<file path="config.mk">
export PLATFORM = sky130hd
export DESIGN_NAME = zosp_ram
export DESIGN_NICKNAME = d
export VERILOG_FILES = /design/src/zero_one_shortest_path_assert.svh /design/src/zosp_ram.sv
export SDC_FILE = /design/constraint.sdc
export NUM_CORES = 1
export LEC_CHECK = 0
export BUFFER_PORTS_ARGS = -buffer_cell sky130_fd_sc_hd__buf_4
export CAP_MARGIN = 20
export CORE_MARGIN = 4
export CORE_UTILIZATION = 68
export CTS_BUF_LIST = sky130_fd_sc_hd__clkbuf_4 sky130_fd_sc_hd__clkbuf_8
export DETAILED_ROUTE_END_ITERATION = 10
export PLACE_DENSITY = 0.91
export SETUP_SLACK_MARGIN = 0.05
export SYNTH_ARGS = -nofsm -noshare
export SYNTH_HDL_FRONTEND = slang
export SYNTH_SLANG_ARGS = --single-unit
</file>
<file path="constraint.sdc">
create_clock -name clk -period 4.8 [get_ports clk]
set_clock_uncertainty 0.2 [all_clocks]
set_input_delay 0.72 -clock clk [delete_from_list [all_inputs] [get_ports clk]]
set_output_delay 0.72 -clock clk [all_outputs]
set_load 0.005 [all_outputs]
</file>
<file path="src/zero_one_shortest_path_assert.svh">
// Assertion macros used by zero_one_shortest_path.sv.
`ifndef ZERO_ONE_SHORTEST_PATH_ASSERT_SVH
`define ZERO_ONE_SHORTEST_PATH_ASSERT_SVH
`ifndef SYNTHESIS
`define ZOSP_ASSERT_IMPL(label, ante, cons) \
  label: assert property (@(posedge clk) disable iff (!rst_n) (ante) |-> (cons)) \
    else $error("assertion failed");
`define ZOSP_ASSERT_NEXT(label, ante, cons) \
  label: assert property (@(posedge clk) disable iff (!rst_n) (ante) |=> (cons)) \
    else $error("assertion failed");
`else
`define ZOSP_ASSERT_IMPL(label, ante, cons)
`define ZOSP_ASSERT_NEXT(label, ante, cons)
`endif
`endif

</file>
<file path="src/zosp_ram.sv">
`timescale 1ns / 1ps
module zosp_ram #(
  parameter int Width = 8,
  parameter int Depth = 128
) (
  input  logic                     clk,
  input  logic                     we,
  input  logic [$clog2(Depth)-1:0] waddr,
  input  logic [Width-1:0]         wdata,
  input  logic [$clog2(Depth)-1:0] raddr,
  output logic [Width-1:0]         rdata
);
  logic [Width-1:0] mem [Depth];
  always_ff @(posedge clk) begin
    if (we) begin
      mem[waddr] <= wdata;
    end
    rdata <= mem[raddr];
  end
endmodule

</file>
# Word level (Yosys, flattened, before mapping)
# Memory sizes are Yosys's and may differ from the RTL's. A register that Yosys moved wholly into a read port is not among the register bits.
# Index checks and enable logic that the tools add are counted.
[word_totals]
regBits = 0
ramBits = 1024
input_bits = 24
out_inout_bits = 8
word_cells = 3
memories = 1
[classes]
n_mux = 2
[memory_table]
columns = ["name", "depth", "word_bits", "read_ports", "rd_clocked_by_memory_dff", "write_ports", "line", "rtl"]
rows = [
  ["mem", 128, 8, 1, 1, 1, "zosp_ram.sv:13", "logic [Width-1:0] mem [Depth];"],
]
[op_table]
columns = ["cell", "n"]
rows = [
  ["2-to-1 mux 1 bit", 2],
]

# Logic depth before layout (Yosys ltp)
# Gate-level depths: netlist (run 1).
[depth]
depth_word = 2
mapped_depth = 7
mapped_depth_nobuf = 4

# Worst setup path before layout (run 1)
# No wires, ideal clock.
[synth_path]
kind = "input-to-reg"
startpoint = "input port raddr[0]"
endpoint = "register rdata[0] (read register of mem)"
setup_time_ns = 0.121
arrival_time_ns = 3.103
required_time_ns = 4.479
path_slack_ns = 1.376
path_stages = 6
n_path_buf = 2
cell_sequence = "clkbuf_1 buf_1 mux4_2 mux4_2 mux4_2 mux2_2"
[synth_lines]
columns = ["item", "line", "rtl"]
rows = [
  ["start: declaration", "zosp_ram.sv:10", "input logic [$clog2(Depth)-1:0] raddr,"],
  ["end: declaration", "zosp_ram.sv:11", "output logic [Width-1:0] rdata"],
]

==> results_dict.tcl, run 1 <==
set metrics [dict create \
    vias_per_cell 7.55 \
    grt_pass1_wl_mm 152 \
    fill_cells 2618 \
    avgRoutedWirePerCell_um 40.1 \
    drt_iter0_drc 3841 \
    die_h_um 250 \
    setup_violations 0 \
    worst-path-buf-inv 2 \
    final_cell_mix "1024 x edfxtp_1, 336 x mux4_2, 161 x clkbuf_8" \
    vias 20300 \
    startpoint "raddr[0]" \
    cp_common_cell "mux4_2" \
    syn-instance-count 1635 \
    rows 88 \
    path_depth 6 \
    clk_pin_slew_ps 80 \
    slowest_stage "mux4_2" \
    routed_wl_mm 107 \
    peakVddDrop_v 0.000339 \
    cts.sinks 1032 \
    power_switching_uw 4000 \
    fin_ws_ps 1550 \
    port-buffer-count 31 \
    antenna_found_initial 7 \
    intPower_uw 13800 \
    synth_nets 1659 \
    first_pass_iters 6 \
    initial_core_util_pct 68.7 \
    power.density_nw_per_um2 405 \
    r2r_cells 4 \
    cts_setup_buffers 0 \
    dp_hpwl_mm 62.9 \
    first_global_vias 20400 \
    rr_startpoint "mem[123][7]" \
    hold_class "in2reg" \
    status "finished, final reports clean" \
    fmax_mhz 308 \
    cts_root_buf "clkbuf_8" \
    dieArea_um2 62300 \
    nets 1825 \
    crit_family "multiplexers" \
    ys.warnings.count 0 \
    dp_slack_ps 814 \
    min_from "wdata[3]" \
    yosysUniqueCellTypes 17 \
    clock_latency_ps 810 \
    start_kind "input pin" \
    drc 0 \
    ios 32 \
    core_um2 57700 \
    grt_use_total_pct 35.0 \
    place_congestion 0.880 \
    cts_max_level 4 \
    crit_path_max_fanout 43 \
    layout_min_cycle_time_ps 3250 \
    synthToLayoutAreaGrowth_pct 11.1 \
    p_seq_share_pct 56.0 \
    synth.cell_area_um2 39700 \
    finalHoldViolations 0 \
    p_sw_share_pct 22.5 \
    ys_ff_latch 1032 \
    clkPwrFrac_pct 38.5 \
    cts_tree "yes" \
    rsz0062_at_grt "false" \
    slowest_delay_ps 620 \
    fp.dieW_um 250 \
    hold_depth 1 \
    seq_area_frac_synth_pct 77.9 \
    slew_headroom_pct 16.7 \
    layout_commonest_cell "edfxtp_1" \
    p_leak_uw 0.0137 \
    postCtsResizedCells 0 \
    clockBufferDepth 3 \
    worst_pin_slew_ps 1250 \
    crit_arrival_ps 3700 \
    maxSlewViolCount 0 \
    final_layout_size_suffix_gt1_share_pct 35.5 \
    critPathKind "in2reg" \
    ant_nets 0 \
    min_period_over_period_pct 67.6 \
    synth.avg_cell_area_um2 24.3 \
    pwr-share-comb_pct 5.5 \
    numCtsBuffers 154 \
    grt_overflow_total 0 \
    worstPathRequired_ps 5260 \
    end_kind "flop" \
    crit_chain "buf_8 -> buf_12 -> mux4_2 -> mux4_2 -> mux4_2 -> mux2_2" \
    holdBufCountCts 0 \
    grt_max_degree 105 \
    tns_ps 0 \
    cap_violations 0 \
]
-- power by group through the flow --
stage | clock network (uW) | logic (uW) | registers, uW
2_1_floorplan | 0 | 503 | 10200
3_5_place_dp | 0 | 946 | 10200
3_3_place_gp | 0 | 882 | 10200
6_report | 6870 | 986 | 9980
4_1_cts | 6830 | 957 | 9980
5_1_grt | 7320 | 1010 | 9970
-- logic make-up (layout without fill, tap and decap cells) --
logic type / after synthesis / count (layout) / synth area share, %
buf+inv: 89 / 367 / 1.01
flops: 1032 / 1032 / 77.9
mux: 344 / 344 / 19.3
other cells: 0 / 4 / 0
simple gates: 170 / 170 / 1.76
-- cell usage after synthesis, drive strengths merged --
master / instances / area (um2)
edfxtp: 1024 / 30700
mux4: 336 / 7570
nor2: 122 / 458
buf: 45 / 236
clkbuf: 44 / 165
nand2: 14 / 52.6
nand3: 12 / 60.1
nor3: 9 / 45.0
dfxtp: 8 / 160
mux2: 8 / 90.1
nor2b: 7 / 43.8
nand4: 3 / 18.8
nand2b: 2 / 12.5
or3: 1 / 6.26
-- worst paths after layout --
path | slack, ps | end
max | 1550 | rdata[5]
min | 90 | mem[71][3]
max reg2reg | 1850 | rdata[7]
min reg2reg | 980 | rdata[2]
-- state kept, by name, indices dropped and copies added, names as in the netlist --
register and count:
mem 1024, rdata 8
-- layer usage --
metal  GRT usage, %  up-vias  routed length (um)
li1               -     7367                   -
met1           46.6    10300               33800
met2           55.4     2180               52600
met3           8.82      428               13800
met4           17.9        2                7280
met5              0        -                  11
-- metrics by stage --
step                instance area, um2  hold slack (ps)  util (%)  instances  total power (uW)
global placement                 41100              935      71.3       2407             11000
CTS                              44000             88.8      76.2       2675             17800
finish                           44100             86.7      76.4       2682             17800
floorplan                        39700              619         -       1635             10700
global route                     44000             68.3      76.3       2678             18300
detailed placement               41100              941      71.3       2407             11100
-- worst register-to-register path, delay by kind of cell, from the launching register on --
| kind | cells | cell delay, ps |
|---|---|---|
| mux | 4 | 2050 |
| flops | 1 | 580 |
-- cell type report --
cell class / instances / area (um2) / share of cell area [%]
diodes: 4 / 10.0 / 0.0227
clock inverters: 57 / 263 / 0.596
repair buffers: 99 / 956 / 2.17
multi-input cells: 514 / 8370 / 19.0
well taps: 765 / 957 / 2.17
flip-flops and latches: 1032 / 30900 / 70.2
clock buffers: 211 / 2590 / 5.88
Note: power is estimated with default switching activity, not from simulation.
==> inputs of run 2 (changes only) <==
--- a/config.mk
+++ b/config.mk
@@ -8,10 +8,10 @@
 export BUFFER_PORTS_ARGS = -buffer_cell sky130_fd_sc_hd__buf_4
 export CAP_MARGIN = 20
 export CORE_MARGIN = 4
-export CORE_UTILIZATION = 68
+export CORE_UTILIZATION = 59
 export CTS_BUF_LIST = sky130_fd_sc_hd__clkbuf_4 sky130_fd_sc_hd__clkbuf_8
 export DETAILED_ROUTE_END_ITERATION = 10
-export PLACE_DENSITY = 0.91
+export PLACE_DENSITY = 0.84
 export SETUP_SLACK_MARGIN = 0.05
 export SYNTH_ARGS = -nofsm -noshare
 export SYNTH_HDL_FRONTEND = slang
==> constraint.sdc (replaced) <==
create_clock -name clk -period 2.66 [get_ports clk]
set_clock_uncertainty 0.2 [all_clocks]
set_input_delay 0.399 -clock clk [delete_from_list [all_inputs] [get_ports clk]]
set_output_delay 0.399 -clock clk [all_outputs]
set_load 0.005 [all_outputs]
==> run 2 against run 1 <==
  * The flow now finishes with violations (setup timing)
  * Register-to-register slack got worse by 1900 ps
  * Flip-flop and latch count did not move
  * Utilization fell by 7.1 points
  * Combinational power rose by 93%
  * Via count fell by 0.72%
  * Critical path depth fell by 2
  * Die area rose by 15%
  * Routed wire length fell by 6.7%
  * Clock power rose by 82%
  * Cell area rose by 4.1%
  * Cell count rose by 9.9%
  * Largest power group unchanged
==> results_dict.tcl, run 2 (synthesized netlist as in run 1, its figures left out) <==
set metrics [dict create \
    layout_commonest_cell "edfxtp_1" \
    crit_chain "mux4_2 -> mux4_2 -> mux4_2 -> mux2_4" \
    largest_reg_flops 1024 \
    instances_no_fill 2948 \
    ant_nets 0 \
    cts_setup_buffers 0 \
    routed_wl_mm 100 \
    grt_pass1_wl_mm 147 \
    hold_class "in2reg" \
    vias_per_cell 6.82 \
    cts_max_level 4 \
    top_register "mem" \
    tns_ps -165 \
    slew_headroom_pct 50.4 \
    first_global_vias 20900 \
    port-buffer-count 31 \
    rows 94 \
    cts.sinks 1032 \
    end_kind "flop" \
    cts_root_buf "clkbuf_8" \
    numCtsBuffers 156 \
    grt_max_degree 129 \
    cap_violations 0 \
    die_h_um 267 \
    fmax_mhz 363 \
    status "finished with violations" \
    start_kind "flop" \
    power.density_nw_per_um2 707 \
    first_pass_iters 5 \
    core_um2 66200 \
    crit_arrival_ps 3250 \
    cp_common_cell "mux4_2" \
    p_leak_uw 0.0147 \
    antenna_found_initial 2 \
    dp_hpwl_mm 59.9 \
    drc 0 \
    drt_iter0_drc 3415 \
    place_congestion 0.842 \
    synthToLayoutAreaGrowth_pct 15.6 \
    clockBufferDepth 3 \
    dp.cells 2672 \
    layout_min_cycle_time_ps 2760 \
    postLayoutCellArea_um2 45900 \
    final_cell_mix "1024 x edfxtp_1, 336 x mux4_2, 223 x buf_4" \
    grt_use_total_pct 29.0 \
    fin_ws_ps -96.7 \
    vias 20100 \
    slowest_stage "mux4_2" \
    ios 32 \
    worst_pin_slew_ps 744 \
    cts_tree "yes" \
    crit_path_max_fanout 1 \
    grt_overflow_total 0 \
    critPathKind "reg2reg" \
    clock_latency_ps 810 \
    peakVddDrop_v 0.000915 \
    setup_violations 3 \
    avgRoutedWirePerCell_um 34.0 \
    finalHoldViolations 0 \
    dieArea_um2 71400 \
    nets 2000 \
    worstPathRequired_ps 3160 \
    fp.dieW_um 267 \
    min_period_over_period_pct 104 \
    reg_top3 "mem: 1024 flops, rdata: 8 flops" \
    maxSlewViolCount 0 \
    final_layout_size_suffix_gt1_share_pct 40.6 \
    rsz0062_at_grt "true" \
    clk_pin_slew_ps 70 \
    initial_core_util_pct 59.9 \
    dpl_cell_area_um2 42800 \
    failed_checks "setup timing" \
    slowest_delay_ps 600 \
]
## run 2: changes by cell type in the layout (fill, tap and decap cells not counted), moves of 3 or more
cell and delta:
diode_2 -3, dlygate4sd3_1 +10, mux2_4 +7, nor3_2 -3, clkbuf_8 +4, clkbuf_4 -3, buf_16 -3, buf_4 +140
mux2_2 -7, clkinvlp_4 +3, nor3_1 +3, buf_12 +26, clkinv_1 -9
## run 2: area by class of cell
type | instances | area [um2]
clock inverter | 53 | 309
multi-input combinational | 514 | 8380
fill | 3461 | 20400
timing repair buffer | 272 | 2540
sequential | 1032 | 30900
clock buffer | 212 | 2620
tap | 864 | 1080
antenna | 1 | 2.50
## run 2: worst max-delay path, delay by kind of cell, from the launching register on
family	cells	cell delay, ps
muxes	4	1920
DFF	1	520
## run 2: power breakdown
| part | internal (uW) | switching [uW] | total, uW |
|---|---|---|---|
| registers | 18000 | 50.5 | 18000 |
| clock network | 6560 | 5930 | 12500 |
| logic | 833 | 1070 | 1900 |
## run 2: worst paths after layout
kind	slack [ps]	depth (start not counted)	startpoint	end
max	-100	4	mem[127][6]	rdata[6]
min	100	4	waddr[1]	mem[103][7]
max reg2reg	-100	4	mem[127][6]	rdata[6]
min reg2reg	980	4	mem[8][1]	rdata[1]
## run 2: what timing repair did
action	4_1_cts	5_1_grt
setup endpoints to repair	6	7
hold buffers	10	0
gates cloned	0	0
gates resized for setup	5	2
hold endpoints to repair	319	0
## run 2: through the flow
step	util, %	power [uW]	hold slack, ps	setup WS, ps
after floorplan	-	19300	298	-139
after global placement	64.6	20100	617	-673
after detailed placement	64.6	20200	623	-641
after CTS	69.2	32400	33.5	-66.8
after global routing	69.2	33300	74.5	-103
final	69.2	32400	102	-96.7
## run 2: per-layer routing
metal	vias up	part of all wire, %	global-route usage [%]	routed length [um]
met3	344	12	7.42	12400
met2	1703	49	46.2	49600
met5	-	0.019	0	19
met4	2	5.1	13.5	5140
li1	7709	-	-	-
met1	10400	33	38.7	33100
==> inputs of run 3 (changes only) <==
--- a/config.mk
+++ b/config.mk
@@ -16,3 +16,4 @@
 export SYNTH_ARGS = -nofsm -noshare
 export SYNTH_HDL_FRONTEND = slang
 export SYNTH_SLANG_ARGS = --single-unit
+export TNS_END_PERCENT = 100
==> constraint.sdc (replaced) <==
create_clock -name clk -period 2.66 [get_ports clk]
set_clock_uncertainty 0.2 [all_clocks]
set_input_delay 0.266 -clock clk [delete_from_list [all_inputs] [get_ports clk]]
set_output_delay 0.266 -clock clk [all_outputs]
set_load 0.005 [all_outputs]
==> run 3 against run 2 <==
  * The run still ends with setup timing left
  * Utilization rose by 0.23 points
  * Routed wire length fell by 6.5%
  * Register-to-register slack improved by 80 ps
  * Count of clock-buffer cells in the layout fell by 1
  * Power rose by 0.15%
  * Maximum frequency rose by 3.1%
  * Clock power barely moved
  * Sequential power barely moved
  * Sequential share of layout area fell by 0.22 points
  * Critical endpoint is now rdata[0]
  * Largest cell class unchanged
  * Largest power group unchanged
==> results_dict.tcl, run 3 (synthesized netlist as in run 1, its figures left out) <==
set metrics [dict create \
    grt_use_total_pct 27.3 \
    largest_reg_flops 1024 \
    postLayoutCellArea_um2 46000 \
    min_period_over_period_pct 101 \
    dp_hpwl_mm 59.3 \
    clockBufferDepth 3 \
    crit_arrival_ps 3150 \
    fmax_mhz 374 \
    end_kind "flop" \
    drc 0 \
    p_sw_share_pct 21.5 \
    status "finished with violations" \
    pwr-share-comb_pct 5.7 \
    initial_core_util_pct 59.9 \
    failed_checks "setup timing" \
    antenna_found_initial 4 \
    fin_util_pct 69.5 \
    power.total_uw 32500 \
    power_switching_uw 6980 \
    top_register "mem" \
    maxSlewViolCount 0 \
    rows 94 \
    worst-path-buf-inv 0 \
    die_h_um 267 \
    synthToLayoutAreaGrowth_pct 16.0 \
    clkPwrFrac_pct 38.7 \
    p_seq_share_pct 55.5 \
    crit_path_max_fanout 1 \
    avgRoutedWirePerCell_um 31.6 \
    grt_max_degree 81 \
    p_leak_uw 0.0148 \
    final_cell_mix "1024 x edfxtp_1, 336 x mux4_2, 217 x buf_4" \
    nets 2005 \
    reg_top3 "mem: 1024 flops, rdata: 8 flops" \
    ant_nets 0 \
    critPathKind "reg2reg" \
    rsz0062_at_grt "true" \
    grt_overflow_total 0 \
    fin_ws_ps -14.8 \
    drt_iter0_drc 2801 \
    start_kind "flop" \
    cts_root_buf "clkbuf_8" \
    layout_min_cycle_time_ps 2670 \
    power.density_nw_per_um2 705 \
    layout_commonest_cell "edfxtp_1" \
    clock_latency_ps 810 \
    core_um2 66200 \
    fp.dieW_um 267 \
    peakVddDrop_v 0.000576 \
    clk_pin_slew_ps 60 \
    intPower_uw 25500 \
    vias_per_cell 6.61 \
    port-buffer-count 31 \
    cts_tree "yes" \
    slowest_delay_ps 590 \
    cts.sinks 1032 \
    cp_common_cell "mux4_2" \
    dieArea_um2 71400 \
    place_congestion 0.842 \
    numCtsBuffers 155 \
    dpl_cell_area_um2 42800 \
    grt_pass1_wl_mm 139 \
    worst_pin_slew_ps 883 \
    vias 19600 \
    worstPathRequired_ps 3140 \
    finalHoldViolations 0 \
    slew_headroom_pct 41.2 \
    cap_violations 0 \
    setup_violations 1 \
    slowest_stage "mux4_2" \
    cts_max_level 4 \
    crit_family "multiplexers" \
    first_global_vias 20500 \
    fill_cells 3498 \
    final_layout_size_suffix_gt1_share_pct 40.1 \
    crit_chain "mux4_2 -> mux4_2 -> mux4_2 -> mux2_2" \
    first_pass_iters 6 \
    ios 32 \
    r2r_slack_ps -10 \
    routed_wl_mm 93.7 \
    hold_class "in2reg" \
]
-- run 3: stage by stage --
stage / setup TNS (ps) / hold slack, ps / std cells / worst slack [ps]
final: -14.8 / 70.4 / 2967 / -14.8
after global routing: -50.3 / 68.2 / 2965 / -32.8
after CTS: -15.3 / 18.1 / 2965 / -15.3
after detailed placement: -3510 / 295 / 2669 / -498
after global placement: -3380 / 285 / 2669 / -471
after floorplan: -49.2 / 165 / 1635 / -6.15
-- run 3: final timing paths --
kind | cells past startpoint | end | start
worst min register to register | 4 | rdata[0] | mem[127][0]
worst min-delay path | 3 | rdata[7] | raddr[3]
worst max-delay path | 4 | rdata[0] | mem[22][0]
worst max register to register | 4 | rdata[0] | mem[22][0]
-- run 3: layout make-up --
| cell class | instances | area (um2) | share of cell area [%] |
|---|---|---|---|
| Multi-Input combinational cell | 514 | 8370 | 18.2 |
| Timing Repair Buffer | 278 | 2650 | 5.76 |
| Tap cell | 864 | 1080 | 2.35 |
| Sequential cell | 1032 | 30900 | 67.2 |
| Antenna cell | 2 | 5.00 | 0.0109 |
| Clock inverter | 66 | 409 | 0.889 |
| Clock buffer | 211 | 2580 | 5.61 |
-- run 3: worst register-to-register path: stages, from the launching register on --
cell      delay, ps
edfxtp_1        380
mux4_2          510
mux4_2          590
mux4_2          570
mux2_2          300
-- run 3: what timing repair did --
item,4_1_cts,5_1_grt
buffers inserted,0,0
endpoints found under the hold margin,776,0
gates resized for setup,2,2
hold buffers,19,0
setup endpoints to repair,3,5
-- run 3: layer usage --
metal | up-vias | global-route usage (%) | part of all wire (%) | wire length, um
met3 | 243 | 6.50 | 11 | 10800
met4 | 2 | 11.3 | 4.0 | 3750
met2 | 1414 | 44.1 | 50 | 47300
met5 | - | 0 | 0.014 | 13
met1 | 10200 | 36.8 | 34 | 31900
li1 | 7748 | - | - | -
-- run 3: power groups by stage --
stage | sequential [uW] | combinational (uW) | clock, uW
6_report | 18000 | 1860 | 12600
3_3_place_gp | 18300 | 1750 | 0
2_1_floorplan | 18300 | 975 | 0
5_1_grt | 18000 | 1940 | 13600
4_1_cts | 18000 | 1850 | 12700
3_5_place_dp | 18400 | 1810 | 0
